$ cat src/sof_pkg.sv
// Shared constants, codes and handshake structs of the second-order oscillator filter.
// No dependencies; imported by every module of the block.
`default_nettype none
package sof_pkg;

   localparam int DATA_W    = 32;
   localparam int COEF_FRAC = 30;
   localparam int NF_W      = 32;
   localparam int ZETA_W    = 17;
   localparam int DT_W      = 32;
   localparam int X_W       = 48;
   localparam int WIDE_W    = 98;
   localparam int NORM_W    = 32;
   localparam int QUOT_W    = 32;
   localparam int NUM_W     = 63;
   localparam int MUL_W     = 34;
   localparam int PROD_W    = 2 * MUL_W;
   localparam int ACC_W     = 68;

   localparam logic [NF_W-1:0]   NF_RESET = 32'h0001_0000;
   localparam logic [ZETA_W-1:0] ZETA_ONE = 17'h1_0000;

   typedef enum logic [0:0] {
      CSR_NATURAL_FREQ  = 1'b0,
      CSR_DAMPING_RATIO = 1'b1
   } csr_index_type;

   typedef enum logic [0:0] {
      FUNC_UPDATE = 1'b0,
      FUNC_PRESET = 1'b1
   } func_type;

   typedef struct packed {
      logic             start;
      logic [NUM_W-1:0] num;
      logic [NORM_W-1:0] den;
   } div_ctrl_type;

   typedef struct packed {
      logic busy;
      logic done;
   } div_status_type;

endpackage
`default_nettype wire

$ cat src/sof_mul.sv
// Shared signed multiplier with a registered product.
// Depends on sof_pkg.
`default_nettype none
module sof_mul
   import sof_pkg::*;
(
   input  wire logic                     clock,
   input  wire logic signed [MUL_W-1:0]  op_a,
   input  wire logic signed [MUL_W-1:0]  op_b,
   output logic signed [PROD_W-1:0]      prod_ff
);

   always_ff @(posedge clock) begin
      prod_ff <= op_a * op_b;
   end

endmodule
`default_nettype wire

$ cat config.mk
export PLATFORM = sky130hd
export DESIGN_NAME = sof_mul
export DESIGN_NICKNAME = d
export VERILOG_FILES = /design/src/sof_pkg.sv /design/src/sof_mul.sv
export SDC_FILE = /design/constraint.sdc
export NUM_CORES = 2
export LEC_CHECK = 0
export BUFFER_PORTS_ARGS = -buffer_cell sky130_fd_sc_hd__buf_2
export CAP_MARGIN = 20
export CORE_UTILIZATION = 50
export DETAILED_ROUTE_END_ITERATION = 10
export GPL_TIMING_DRIVEN = 0
export PLACE_DENSITY = 0.66
export SLEW_MARGIN = 10
export SYNTH_ARGS = -nofsm -noshare
export SYNTH_HDL_FRONTEND = slang
export SYNTH_SLANG_ARGS = --single-unit
$ cat constraint.sdc
create_clock -name clock -period 11.3 [get_ports clock]
set_clock_uncertainty 0.2 [all_clocks]
set_input_delay 1.695 -clock clock [delete_from_list [all_inputs] [get_ports clock]]
set_output_delay 1.695 -clock clock [all_outputs]
set_load 0.01 [all_outputs]
# After elaboration in Yosys (flattened, before gate mapping)
# Cells that the tools add are included.
word_totals:
  ff_bits: 68
  inputBits: 69
  elab_cells: 2
  output_inout_bits: 68
classes:
  mul: 1
op_table:
  columns: ["operator", "count"]
  rows:
  - ["34-bit by 34-bit multiplier with 68-bit output", 1]

# Logic depth before layout (Yosys ltp)
logic_depth:
  depth_word: 1
  depth_mapped: 31
  depth_no_buf: 29

# Worst setup path before layout
# No wires, ideal clock.
synth_path:
  kind: "input to register"
  start: "input op_a[33]"
  end: "register prod_ff[65]"
  setup_slack_ns: 1.915
  required_time_ns: 11.028
  n_path_buf: 2
  t_arrival_ns: 9.113
  stages: 24
  setup_ns: 0.072
  cell_sequence: "clkbuf_1 > nand2_1 > inv_1 > fa_1 > fa_1 > fa_1 > fa_1 > inv_1 > fa_1 > fa_1 > fa_1 > fa_1 > inv_1 > ha_1 > clkdlybuf4s50_2 > nand3_1 > or2_2 > nor2_1 > a221oi_1 > o21ai_0 > a31oi_2 > nor2_2 > o41ai_2 > xnor2_1"
synth_between:
  elab_chain_cells: 1
synth_rtl:
  columns: ["element", "line", "source"]
  rows:
  - ["start: declaration", "sof_mul.sv:8", "input wire logic signed [MUL_W-1:0] op_a,"]
  - ["34-bit by 34-bit multiplier with 68-bit output", "sof_mul.sv:14", "prod_ff <= op_a * op_b;"]
  - ["end signal: assignment", "sof_mul.sv:14", null]
  - ["end: declaration", "sof_mul.sv:10", "output logic signed [PROD_W-1:0] prod_ff"]
# No other way between the ends.

# Final worst setup path
layout_path:
  start: "input op_b[4]"
  end: "register prod_ff[64]"
layout_between:
  elab_chain_cells: 1
layout_rtl:
  columns: ["element", "line", "source"]
  rows:
  - ["start: declaration", "sof_mul.sv:9", "input wire logic signed [MUL_W-1:0] op_b,"]
  - ["34-bit by 34-bit multiplier with 68-bit output", "sof_mul.sv:14", null]
# No other way between the ends.

==> run_summary.xml <==
<?xml version="1.0" encoding="UTF-8"?>
<metrics>
  <group name="drt">
    <metric name="via_count" unit="">32350</metric>
    <metric name="detailedRoute.firstIterationViolations" unit="">2805</metric>
    <metric name="drt.antenna.violating_nets" unit="">0</metric>
    <metric name="detail_route.wirelength" unit="um">158400</metric>
    <metric name="drt_pre_antenna_iters" unit="">5</metric>
    <metric name="route.detailed.vias_per_inst" unit="">5.513</metric>
    <metric name="routedWlPerCell" unit="um">27.00</metric>
    <metric name="route.detailed.drc" unit="">0</metric>
  </group>
  <group name="clocking">
    <metric name="cts_root_buffer_type" unit="">clkbuf_16</metric>
    <metric name="cts-buffers-inserted" unit="">9</metric>
    <metric name="max-clock-path-buffers" unit="">2</metric>
    <metric name="cts_max_level" unit="">3</metric>
    <metric name="clkTransAtPathRegs" unit="ns">0.07</metric>
    <metric name="cts_tree" unit="">done</metric>
    <metric name="cts-resized-gates" unit="">0</metric>
    <metric name="post-cts-setup-buffers" unit="">0</metric>
    <metric name="post_cts_hold_buffer_count" unit="">0</metric>
    <metric name="clock_sink_count" unit="">68</metric>
  </group>
  <group name="floorplan">
    <metric name="io_pins" unit="">137</metric>
    <metric name="core" unit="sq mm">0.08515</metric>
    <metric name="die_h" unit="um">295.4</metric>
    <metric name="dieWidth" unit="um">295.4</metric>
    <metric name="floorplan.initialDensity" unit="%">50.53</metric>
    <metric name="core.rowCount" unit="">107</metric>
    <metric name="floorplan.die_area" unit="sq mm">0.08723</metric>
  </group>
  <group name="finish">
    <metric name="area.sequential" unit="sq mm">0.001361</metric>
    <metric name="largest-register" unit="">prod_ff</metric>
    <metric name="nets" unit="">6219</metric>
    <metric name="area_delta_synth_final" unit="%">5.996</metric>
    <metric name="layout.cells.most_common_list" unit="">fa_1, inv_1, and2_1, nand2_1, clkbuf_1</metric>
    <metric name="multiInputGateArea" unit="sq mm">0.03614</metric>
    <metric name="biggestRegsByFlops" unit="">prod_ff x68</metric>
    <metric name="commonest_non_fill_non_tap_cell_in_the_layout" unit="">fa_1</metric>
    <metric name="largest_register_ff_count" unit="">68</metric>
    <metric name="fillerInstances" unit="">7974</metric>
    <metric name="proportion_of_layout_cells_with_a_drive_suffix_above_1" unit="%">4.268</metric>
    <metric name="finish.instance_area" unit="sq mm">0.04561</metric>
  </group>
  <group name="place">
    <metric name="port-buffer-count" unit="">130</metric>
    <metric name="hpwlAfterDp" unit="um">134500</metric>
    <metric name="gp_congestion" unit="">1.081</metric>
    <metric name="postPlaceCellArea" unit="sq mm">0.04524</metric>
  </group>
  <group name="global_route">
    <metric name="grt_start_max_net_pins" unit="">18</metric>
    <metric name="global_route.peak_usage_layer" unit="">met2</metric>
    <metric name="met1_usage" unit="%">49.14</metric>
    <metric name="grt_pass1_vias" unit="">34770</metric>
    <metric name="wire_length_of_the_first_global_routing_pass" unit="um">234000</metric>
    <metric name="grtUsageTotal" unit="%">38.46</metric>
    <metric name="grt-ovfl-total" unit="">0</metric>
    <metric name="grt.met3_usage" unit="%">9.743</metric>
    <metric name="grt_use_met2" unit="%">59.11</metric>
    <metric name="grt_antenna_before_repair" unit="">32</metric>
  </group>
  <group name="sta">
    <metric name="final_min_period_over_clock_period" unit="%">99.12</metric>
    <metric name="tightestPinTransition" unit="ns">1.255</metric>
    <metric name="timing.fmax" unit="MHz">89.28</metric>
    <metric name="hold_viol_final" unit="">0</metric>
    <metric name="timing.hold.ws" unit="ns">1.496</metric>
    <metric name="max_slew_violation_total_from_the_final_report" unit="">0</metric>
    <metric name="timing.max_slew.rel_slack" unit="%">16.32</metric>
    <metric name="finalWorstPathRequiredPeriod" unit="ns">11.20</metric>
    <metric name="setup_viol" unit="">0</metric>
    <metric name="grt_setup_unrepaired" unit="">false</metric>
  </group>
  <group name="synthesis">
    <metric name="cell_accounting_for_the_most_synthesized_area" unit="">fa_1</metric>
    <metric name="mapped_cell_area" unit="sq mm">0.04303</metric>
    <metric name="avgSynthCellArea" unit="sq um">9.448</metric>
    <metric name="synth-seq-cells" unit="">68</metric>
    <metric name="synth_mux_area_share" unit="%">0</metric>
    <metric name="yosys.area_share.adder" unit="%">63.67</metric>
    <metric name="postSynthCellCount" unit="">4554</metric>
    <metric name="synth.yosys.seq_area_share" unit="%">3.164</metric>
    <metric name="synth-edff-count" unit="">0</metric>
    <metric name="synth-compound-area-share" unit="%">3.347</metric>
    <metric name="synth.top_cells.by_area" unit="">fa_1, inv_1, and2_1</metric>
    <metric name="netlist.area_leader.share" unit="%">57.74</metric>
    <metric name="synth_xor_xnor_area_share" unit="%">1.608</metric>
    <metric name="synthFlopType" unit="">dfxtp_1</metric>
    <metric name="synth_cell_types" unit="">69</metric>
    <metric name="async_flop_share" unit="%">0</metric>
    <metric name="synth_top_family_by_area" unit="">adder cells</metric>
    <metric name="postSynthNetCount" unit="">6068</metric>
    <metric name="yosysWarningCount" unit="">0</metric>
    <metric name="synth-simple-area-share" unit="%">15.37</metric>
  </group>
  <group name="worst_setup_path">
    <metric name="criticalPathCategory" unit="">in -&gt; reg</metric>
    <metric name="worstPathRequired" unit="ns">11.41</metric>
    <metric name="cp_data_arrival_time" unit="ns">11.31</metric>
    <metric name="cpMostUsedCell" unit="">fa_1</metric>
    <metric name="critical_path.max_fanout" unit="">10</metric>
    <metric name="critPathCaptureType" unit="">flip-flop</metric>
    <metric name="crit_path_start_kind" unit="">input pin</metric>
    <metric name="critPathMaxStageDelay" unit="ns">1.05</metric>
    <metric name="critPathSlowestCell" unit="">o41ai_2</metric>
  </group>
  <group name="run">
    <metric name="max-cap-violations" unit="">0</metric>
  </group>
  <group name="status">
    <metric name="status" unit="">finished, final reports clean</metric>
  </group>
  <group name="min_path">
    <metric name="hp-class" unit="">in -&gt; reg</metric>
  </group>
</metrics>
stage by stage:
| stage | setup TNS, ns | utilization [%] | instances | setup slack [ns] |
|---|---|---|---|---|
| 2_1_floorplan | 0 | - | 4554 | 1.915 |
| 3_3_place_gp | -0.1260 | 52.98 | 5828 | -0.07074 |
| 5_1_grt | 0 | 53.53 | 5856 | 0.04678 |
| 4_1_cts | 0 | 53.49 | 5852 | 0.3196 |
| 3_5_place_dp | -0.4523 | 53.13 | 5836 | -0.1384 |
| 6_report | 0 | 53.56 | 5867 | 0.09945 |
critical path, delay by kind of cell:
kind,cells,cell delay [ns]
AO/OA/AOI/OAI,5,2.01
XOR/XNOR,1,0.15
adder cells (fa/ha/maj),9,5.04
buffers and inverters,7,1.64
AND/OR/NAND/NOR,4,0.73
synthesized netlist by cell type, types with 3 or more instances:
master    count
nand2b_1     20
a211oi_1      6
a21o_1       37
nor2b_1       9
a21oi_1      61
buf_4         4
a221oi_1      3
and3_2        3
or2_2         4
inv_1      1231
xor2_1       23
o21ai_1       7
nand3_1      11
and2_1      621
a31oi_1       7
nand2_1     542
o21ai_0      31
clkbuf_1    214
fa_1       1241
and3_1        5
dfxtp_1      68
o21bai_1     12
ha_1        204
o41ai_1       3
o211ai_1      3
nor3_1        5
o41ai_2       3
nor2_1       54
nand4_1      11
o21a_1        4
xnor2_1      56
area by class of cell:
class | count | area share, %
multi-input cells | 3026 | 79.25
well taps | 1144 | 3.138
inverters | 1232 | 10.14
flip-flops and latches | 68 | 2.985
plain buffers | 228 | 1.975
clock buffers | 9 | 0.4938
repair buffers | 140 | 1.767
diodes | 13 | 0.07133
clock inverters | 7 | 0.1811
cells by family (layout without fill, tap and decap cells):
family / count (synthesis) / in the layout
AOI/OAI and AO/OA: 206 / 206
and+or+nand+nor: 1296 / 1296
DFF: 68 / 68
xor gates and xnor gates: 79 / 79
other: 0 / 13
adders and majority gates: 1445 / 1445
buffers and inverters: 1460 / 1616
path summary, 6_finish.rpt:
kind,start,end,slack (ns),depth (start not counted)
max,op_b[4],prod_ff[64],0.1,26
min,op_a[0],prod_ff[0],1.50,2
metal layers:
layer	share of wire, %	routed length (um)	vias up
li1	-	-	13120
met1	37	59400	16870
met2	45	71250	1822
met3	10	16080	508
met4	7.3	11540	20
met5	0.082	130	-
Power is left out: the tool's default activity adds up to more than one toggle a clock period on the data nets, which glitch-free logic cannot reach.
