==> src/sof_pkg.sv <==
// Shared constants, codes and handshake structs of the second-order oscillator filter.
// No dependencies; imported by every module of the block.
`default_nettype none
package sof_pkg;

   localparam int DATA_W    = 32;
   localparam int COEF_FRAC = 30;
   localparam int NF_W      = 32;
   localparam int ZETA_W    = 17;
   localparam int DT_W      = 32;
   localparam int X_W       = 48;
   localparam int WIDE_W    = 98;
   localparam int NORM_W    = 32;
   localparam int QUOT_W    = 32;
   localparam int NUM_W     = 63;
   localparam int MUL_W     = 34;
   localparam int PROD_W    = 2 * MUL_W;
   localparam int ACC_W     = 68;

   localparam logic [NF_W-1:0]   NF_RESET = 32'h0001_0000;
   localparam logic [ZETA_W-1:0] ZETA_ONE = 17'h1_0000;

   typedef enum logic [0:0] {
      CSR_NATURAL_FREQ  = 1'b0,
      CSR_DAMPING_RATIO = 1'b1
   } csr_index_type;

   typedef enum logic [0:0] {
      FUNC_UPDATE = 1'b0,
      FUNC_PRESET = 1'b1
   } func_type;

   typedef struct packed {
      logic             start;
      logic [NUM_W-1:0] num;
      logic [NORM_W-1:0] den;
   } div_ctrl_type;

   typedef struct packed {
      logic busy;
      logic done;
   } div_status_type;

endpackage
`default_nettype wire

==> src/sof_div.sv <==
// Restoring divider, one quotient bit per cycle.
// Depends on sof_pkg.
`default_nettype none
module sof_div
   import sof_pkg::*;
(
   input  wire logic         clock,
   input  wire logic         reset,
   input  wire div_ctrl_type ctrl,
   output div_status_type    status,
   output logic [QUOT_W-1:0] quot
);

   logic [NUM_W-1:0]  num_ff;
   logic [NORM_W-1:0] rem_ff;
   logic [NORM_W-1:0] den_ff;
   logic [5:0]        cnt_ff;
   logic              busy_ff;
   logic              done_ff;
   logic [NORM_W:0]   part;
   logic [NORM_W:0]   trial;

   assign part  = {rem_ff, num_ff[NUM_W-1]};
   assign trial = part - {1'b0, den_ff};

   always_ff @(posedge clock) begin
      if (reset) begin
         busy_ff <= 1'b0;
         done_ff <= 1'b0;
         cnt_ff  <= '0;
      end else begin
         done_ff <= 1'b0;
         if (ctrl.start) begin
            num_ff  <= ctrl.num;
            den_ff  <= ctrl.den;
            rem_ff  <= '0;
            cnt_ff  <= 6'(NUM_W);
            busy_ff <= 1'b1;
         end else if (busy_ff) begin
            if (!trial[NORM_W]) begin
               rem_ff <= trial[NORM_W-1:0];
               num_ff <= {num_ff[NUM_W-2:0], 1'b1};
            end else begin
               rem_ff <= part[NORM_W-1:0];
               num_ff <= {num_ff[NUM_W-2:0], 1'b0};
            end
            cnt_ff <= cnt_ff - 6'd1;
            if (cnt_ff == 6'd1) begin
               busy_ff <= 1'b0;
               done_ff <= 1'b1;
            end
         end
      end
   end

   assign status.busy = busy_ff;
   assign status.done = done_ff;
   assign quot        = num_ff[QUOT_W-1:0];

endmodule
`default_nettype wire

==> config.mk <==
export PLATFORM = sky130hd
export DESIGN_NAME = sof_div
export DESIGN_NICKNAME = d
export VERILOG_FILES = /design/src/sof_pkg.sv /design/src/sof_div.sv
export SDC_FILE = /design/constraint.sdc
export NUM_CORES = 1
export LEC_CHECK = 0
export ABC_AREA = 1
export BUFFER_PORTS_ARGS = -buffer_cell sky130_fd_sc_hd__buf_2
export CORE_ASPECT_RATIO = 2
export CORE_UTILIZATION = 60
export DETAILED_ROUTE_END_ITERATION = 12
export PLACE_DENSITY = 0.82
export SETUP_SLACK_MARGIN = 0.5
export SKIP_LAST_GASP = 1
export SYNTH_ARGS = -nofsm -noshare
export SYNTH_HDL_FRONTEND = slang
export SYNTH_SLANG_ARGS = --single-unit
==> constraint.sdc <==
create_clock -name clock -period 21.6 [get_ports clock]
set_clock_uncertainty 0.1 [all_clocks]
set_input_delay 4.32 -clock clock [delete_from_list [all_inputs] [get_ports clock]]
set_output_delay 4.32 -clock clock [all_outputs]
set_load 0.01 [all_outputs]
## Yosys cells after proc, flatten, opt, wreduce, memory -nomap -nowiden

Cells that the tools add are included.

- Eq/ne operators: 1
- Reduce and logical (&&, ||, !) cells: 4
- Bitwise operators: 2
- Muxes and demuxes: 11
- Add/sub/neg operators: 2

Operators by type and width:

| cell | count |
|---|---|
| $mux 63 | 2 |
| $mux 32 | 2 |
| $sub 33x32->33 | 1 |
| $mux 6 | 2 |
| $eq 6x1->1 const B | 1 |
| $sub 6x1->6 const B | 1 |
| $mux 1 | 5 |
| $reduce_and 2->1 | 2 |
| $reduce_or 3->1 | 1 |
| $not 1->1 | 2 |
| $reduce_bool 2->1 | 1 |

- Register bits after elaboration: 135

## Logic depth before layout (Yosys ltp)

Gate-level depths: netlist of run 1.

- Word-level depth: 4
- Depth in mapped cells: 18
- Mapped depth without buffers: 17

## Worst setup path before layout of run 1

OpenSTA, ideal clock, no wires.

- Path kind: input to register
- Start point: input ctrl[95] (netlist name)
- End point: register num_ff[0], enable pin
- Library setup time: 682 ps
- Data required time: 20818 ps
- Path slack: 9569 ps
- Stages on the path: 3
- Arrival: 11249 ps
- Cells stage by stage: inv_1 -> clkbuf_1 -> o21ai_0

- Cells in the longest elaborated chain, start to end: 2

Ends and longest elaborated chain:

| element | line | source |
|---|---|---|
| from (decl) | sof_div.sv:9 | `input wire div_ctrl_type ctrl,` |
| $reduce_bool 2->1 (no line) | -- |  |
| $reduce_and 2->1 (no line) | -- |  |
| to (signal assigned) | sof_div.sv:34 | `num_ff <= ctrl.num;` |
| to (signal assigned) | sof_div.sv:42 | `num_ff <= {num_ff[NUM_W-2:0], 1'b1};` |
| to (signal assigned) | sof_div.sv:45 | `num_ff <= {num_ff[NUM_W-2:0], 1'b0};` |
| to (decl) | sof_div.sv:14 | `logic [NUM_W-1:0] num_ff;` |

Every way passes these cells.
A chain may end at the register's enable or synchronous reset.

## Worst setup path in the final report of run 1

- Start point: input ctrl[95] (netlist name)
- End point: register den_ff[10], enable pin

- Cells in the longest elaborated chain, start to end: 1

Ends and longest elaborated chain:

| element | line | source |
|---|---|---|
| $reduce_and 2->1 (no line) | -- |  |
| to (signal assigned) | sof_div.sv:35 | `den_ff <= ctrl.den;` |
| to (decl) | sof_div.sv:16 | `logic [NORM_W-1:0] den_ff;` |

Every way passes these cells.

==> results of run 1 <==
worst min-delay path by stage:
stage | slack (ns) | endpoint | from | cells past startpoint
2_1_floorplan | 0.37 | cnt_ff[0] | cnt_ff[0] | 2
3_3_place_gp | 0.40 | num_ff[33] | num_ff[32] | 2
3_5_place_dp | 0.40 | num_ff[56] | num_ff[55] | 2
4_1_cts | 0.42 | num_ff[49] | num_ff[48] | 2
5_1_grt | 0.44 | num_ff[33] | num_ff[32] | 2
6_report | 0.42 | num_ff[47] | num_ff[46] | 2
kinds of logic (layout without fill, tap and decap cells):
group	count (synthesis)	after routing	share of synthesized area (%)
flip-flops	135	135	46.5
XOR/XNOR	15	15	1.54
buffers and inverters	233	343	12.2
AO/OA/AOI/OAI	39	39	2.56
AND/OR/NAND/NOR	677	677	31.9
adder cells (fa/ha/maj)	35	35	5.22
per-stage QoR:
stage | instance area [µm²] | total power [µW] | util [%]
finish | 9710 | 895 | 69.9
global route | 9710 | 944 | 69.9
CTS | 9710 | 897 | 69.9
detailed placement | 9100 | 592 | 65.5
global placement | 9100 | 586 | 65.5
floorplan | 8540 | 538 | -
synthesized netlist by cell type, drive strengths merged (6+ instances only):
cell,instances
ha,34
nand3b,9
buf,44
nand3,30
nand4,8
clkbuf,13
edfxtp,127
nand2,511
inv,176
nor3,6
nor2,108
xor2,14
dfxtp,8
o21ai,6
a21oi,24
power by group through the flow:
| stage | logic (µW) | clock network, µW | registers (µW) |
|---|---|---|---|
| floorplan | 196 | 0 | 342 |
| global placement | 244 | 0 | 342 |
| detailed placement | 250 | 0 | 342 |
| CTS | 252 | 307 | 338 |
| global route | 287 | 316 | 340 |
| finish | 253 | 305 | 338 |
routing by layer:
metal / global-route usage [%] / vias to the layer above
met2: 55.1 / 249
met5: 0 / -
met4: 22.1 / 0
met1: 27.3 / 3186
li1: - / 3654
met3: 6.17 / 83
layout make-up:
cell class,instances,area share [%]
tap,189,2.44
clock inverter,13,1.84
clock buffer,19,4.46
multi-input combinational,766,36.5
timing repair buffer,135,7.06
sequential,135,40.9
inverter,176,6.80
sequential cells by signal (all words and copies together), names as in the netlist:
register and flops:
busy_ff 1, cnt_ff 6, rem_ff 32, den_ff 32, num_ff 63, done_ff 1
worst min-delay path, stage by stage, from the launching register on:
cell      delay, ns
edfxtp_1       0.32
nand2_1        0.05
nand2_1        0.05
==> impl_metrics.ini, run 1 <==
[placed_design]
place_hpwl_um = 14900
portBuffers = 131
routabilityCongestion = 0.995
place_ws_ns = 14.57
placed_cells = 1401

[logic_synthesis]
synth_top_area_share_pct = 44.7
ys_ff_latch = 135
synth_nets = 1267
synth-warning-count = 0
synth_top_cell_by_area = edfxtp_1
synth.avg_cell_area_um2 = 7.53
synthDistinctLibCells = 36
yosysSeqAreaShare_pct = 46.5
async_flop_share_pct = 0
syn-instance-count = 1134
syn_area_mm2 = 0.00854
synth-main-ff-cell = edfxtp_1
synth_edf_count = 127
yosys-top-cells-area = edfxtp_1 45%, nand2_1 22%, inv_1 7.7%

[global_routing]
grt-ovfl-total = 0
first_global_vias = 7290
grt_usage_pct = 29.6
antenna_found_initial = 0
grt_pass1_wl_um = 32600
grt_max_degree = 101

[cts]
cts_tree = done
htreeDepth = 4
path_clk_slew_ns = 0.06
cts_buffers = 17
cts_hold_buf = 0
ctsLongestPathBuffers = 2
clk_latency_ns = 0.43
postCtsSetupRepairBufs = 0
cts_resized = 0
clock-sinks = 135
cts_root_buffer = clkbuf_16

[final_layout]
num-fill-cells = 1174
diodes = 0
stdcell_count = 1433
multi_input_area_mm2 = 0.00354
final_common_cell = nand2_1
final_cell_mix = 499 x nand2_1, 174 x inv_1, 131 x buf_2
synthToLayoutAreaGrowth_pct = 13.7
drive_above_1_share_pct = 15.0
regArea_mm2 = 0.00397
nets = 1364

[pwr]
power.share.clock_pct = 34.0
p_sw_uw = 294
internal_power_uw = 601
leakage_uw = 0.00517
switching_share_pct = 32.9
peakVddDrop_mv = 0.0823
power.density_mw_per_mm2 = 92.2
combPwrFrac_pct = 28.3
seqPwrFrac_pct = 37.7

[critical_path]
cp.depth = 5
r2r-start = num_ff[62]
worstPathMaxFanout = 100
critPathSlowestCell = nor2_4
cp-start-kind = primary input
crit_path_start = ctrl[95]
slowest_delay_ns = 0.95
worst-path-buf-inv = 4
cpMostUsedCell = buf_4
crit_chain = buf_2, buf_4, inv_2, buf_4, nor2_4
rr_worst_depth = 17
setup.worst_path.end_class = flip-flop
crit_family = buffers and inverters
timing.critical_path.to = den_ff[10]
crit_arrival_ns = 6.49
r2r_setup_slack_ns = 18.73
cp_data_required_time_ns = 21.55
critPathKind = primary input to flip-flop
r2r_end = rem_ff[22]

[sta]
min_period_ns = 6.55
finalHoldViolCount = 0
worst_pin_slew_ns = 1.06
finalWorstSetupSlack_ns = 15.05
final_max_slew_viol_count = 0
fmax_mhz = 153
fin_crit_sh_pct = 30.3
setup-violations-final = 0
max-slew-margin-rel_pct = 28.9
hold_slack_ns = 0.419
rsz0062_at_grt = no
tns_ns = 0

[detailed_routing]
viasPerCell = 5.00
route.detailed.drc = 0
dr_wl_met2_um = 10900
drt-initial-drc-count = 364
vias = 7172
wl_met3_um = 906
wire_per_inst_um = 14.1
wl_um = 20300
dr.max_layer_used = met4
drt_pass1_iterations = 6
drt-met1-wl_um = 6990
antenna_left = 0

[hold_path]
min_path_type = flip-flop to flip-flop

[floorplan]
die_w_um = 86.4
die_y_um = 171
core_area_mm2 = 0.0139
rows = 61
ioPinCount = 132
start_util_pct = 61.5
dieArea_mm2 = 0.0147

[flow_run]
cap_violations = 0

[status]
outcome = finished, final reports clean
No activity file was read; power rests on OpenSTA's default activity.
==> run 2: changes to the inputs <==
Settings changed: CORE_UTILIZATION 60 to 52, PLACE_DENSITY 0.82 to 0.75.
Clock period 21.6 ns to 5.9 ns, I/O delays scaled along.
==> run 2 against run 1 <==
Against the previous run:
- sequential share of layout area grew 0.069 points
- combinational power grew to 3.7 times the previous value
- worst hold slack lost 0.0069 ns
==> impl_metrics.ini, run 2 (synthesis results as in run 1) <==
[status]
outcome = finished, final reports clean

[global_routing]
grt_usage_pct = 26.0
antenna_found_initial = 0
grt_pass1_wl_um = 33600
grt_max_degree = 90
grt-ovfl-total = 0
first_global_vias = 7303

[sta]
tns_ns = 0
worst_pin_slew_ns = 1.10
final_max_slew_viol_count = 0
rsz0062_at_grt = no
setup-violations-final = 0
fin_crit_sh_pct = 54.4
finalWorstSetupSlack_ns = 2.69
finalHoldViolCount = 0
max-slew-margin-rel_pct = 26.7
min_period_ns = 3.21
fmax_mhz = 312

[hold_path]
min_to = num_ff[41]
hp-start = num_ff[40]
holdPathStages = 2
min_path_type = flip-flop to flip-flop

[cts]
cts_buffers = 17
htreeDepth = 4
cts_resized = 0
cts_root_buffer = clkbuf_16
clk_latency_ns = 0.43
path_clk_slew_ns = 0.06
clock-sinks = 135
ctsLongestPathBuffers = 2
postCtsSetupRepairBufs = 0
cts_tree = done
cts_hold_buf = 0

[final_layout]
drive_above_1_share_pct = 15.1
stdcell_count = 1443
final_common_cell = nand2_1
nets = 1363
reg.largest.list = num_ff (63), den_ff (32), rem_ff (32)
top_register = num_ff
largest_reg_flops = 63
diodes = 0
synthToLayoutAreaGrowth_pct = 13.5
final_cell_mix = 499 x nand2_1, 174 x inv_1, 131 x buf_2

[critical_path]
crit_arrival_ns = 3.15
worstPathMaxFanout = 67
slowest_delay_ns = 0.93
rr_worst_depth = 17
critPathKind = primary input to flip-flop
cp_data_required_time_ns = 5.85
r2r_setup_slack_ns = 2.98
r2r_end = rem_ff[17]
cp-start-kind = primary input
r2r-start = num_ff[62]
crit_chain = buf_2, buf_4, inv_2, nor2_4
setup.worst_path.end_class = flip-flop
critPathSlowestCell = nor2_4

[pwr]
power_uw = 3210
leakage_uw = 0.00515
peakVddDrop_mv = 0.237
power.density_mw_per_mm2 = 331

[placed_design]
portBuffers = 131
routabilityCongestion = 0.975
place_hpwl_um = 15100
placed_cells = 1412
place_ws_ns = 2.18

[detailed_routing]
wl_um = 20200
viasPerCell = 4.94
drt_pass1_iterations = 5
vias = 7130
wire_per_inst_um = 14.0
antenna_left = 0
route.detailed.drc = 0
drt-initial-drc-count = 316

[floorplan]
die_y_um = 183
die_w_um = 92.6
core_area_mm2 = 0.0159
rows = 65
ioPinCount = 132
start_util_pct = 53.6
dieArea_mm2 = 0.0170

[flow_run]
cap_violations = 0
run 2: changes by cell type in the layout (fill, tap and decap cells not counted), sizes merged:
cell and change:
buf -1, bufinv -2, clkinv -1, clkinvlp +1, clkbuf -2, inv +3
run 2: worst max-delay path by stage:
stage / startpoint / to / slack (ns) / cells after the start
6_report: ctrl[95] / den_ff[24] / 2.69 / 4
5_1_grt: ctrl[95] / den_ff[12] / 2.52 / 4
4_1_cts: ctrl[95] / den_ff[27] / 2.64 / 4
3_5_place_dp: ctrl[95] / den_ff[12] / 2.18 / 4
3_3_place_gp: ctrl[95] / den_ff[11] / 2.26 / 4
2_1_floorplan: ctrl[95] / num_ff[0] / 1.44 / 3
run 2: routing by layer:
layer  wire, µm  vias up  global-route usage (%)
li1           -     3665                       -
met2      10800      221                    47.7
met5          0        -                       0
met4       1410        0                    19.5
met1       7090     3165                    24.8
met3        915       79                    5.56
run 2: report_power, final:
group | switching (µW) | internal, µW
Sequential | 49.4 | 1180
Combinational | 617 | 311
Clock | 426 | 622
Total | 1090 | 2120
run 2: cell type report:
| class | instances | area (µm²) |
|---|---|---|
| fill | 1524 | 6250 |
| sequential | 135 | 3970 |
| multi-input combinational | 766 | 3540 |
| timing repair buffer | 134 | 691 |
| inverter | 176 | 661 |
| clock buffer | 17 | 425 |
| tap | 201 | 251 |
| clock inverter | 14 | 150 |
run 2: stage by stage:
| stage | util, % | hold slack (ns) | cell area, µm² |
|---|---|---|---|
| 3_3_place_gp | 57.2 | 0.394 | 9120 |
| 5_1_grt | 60.8 | 0.437 | 9690 |
| 3_5_place_dp | 57.2 | 0.400 | 9120 |
| 4_1_cts | 60.8 | 0.417 | 9690 |
| 6_report | 60.8 | 0.412 | 9690 |
| 2_1_floorplan | - | 0.369 | 8540 |
run 2: critical path: cells and delay by family:
family                 cells  cell delay [ns]
buffers and inverters      3             1.00
AND/OR/NAND/NOR            1             0.93
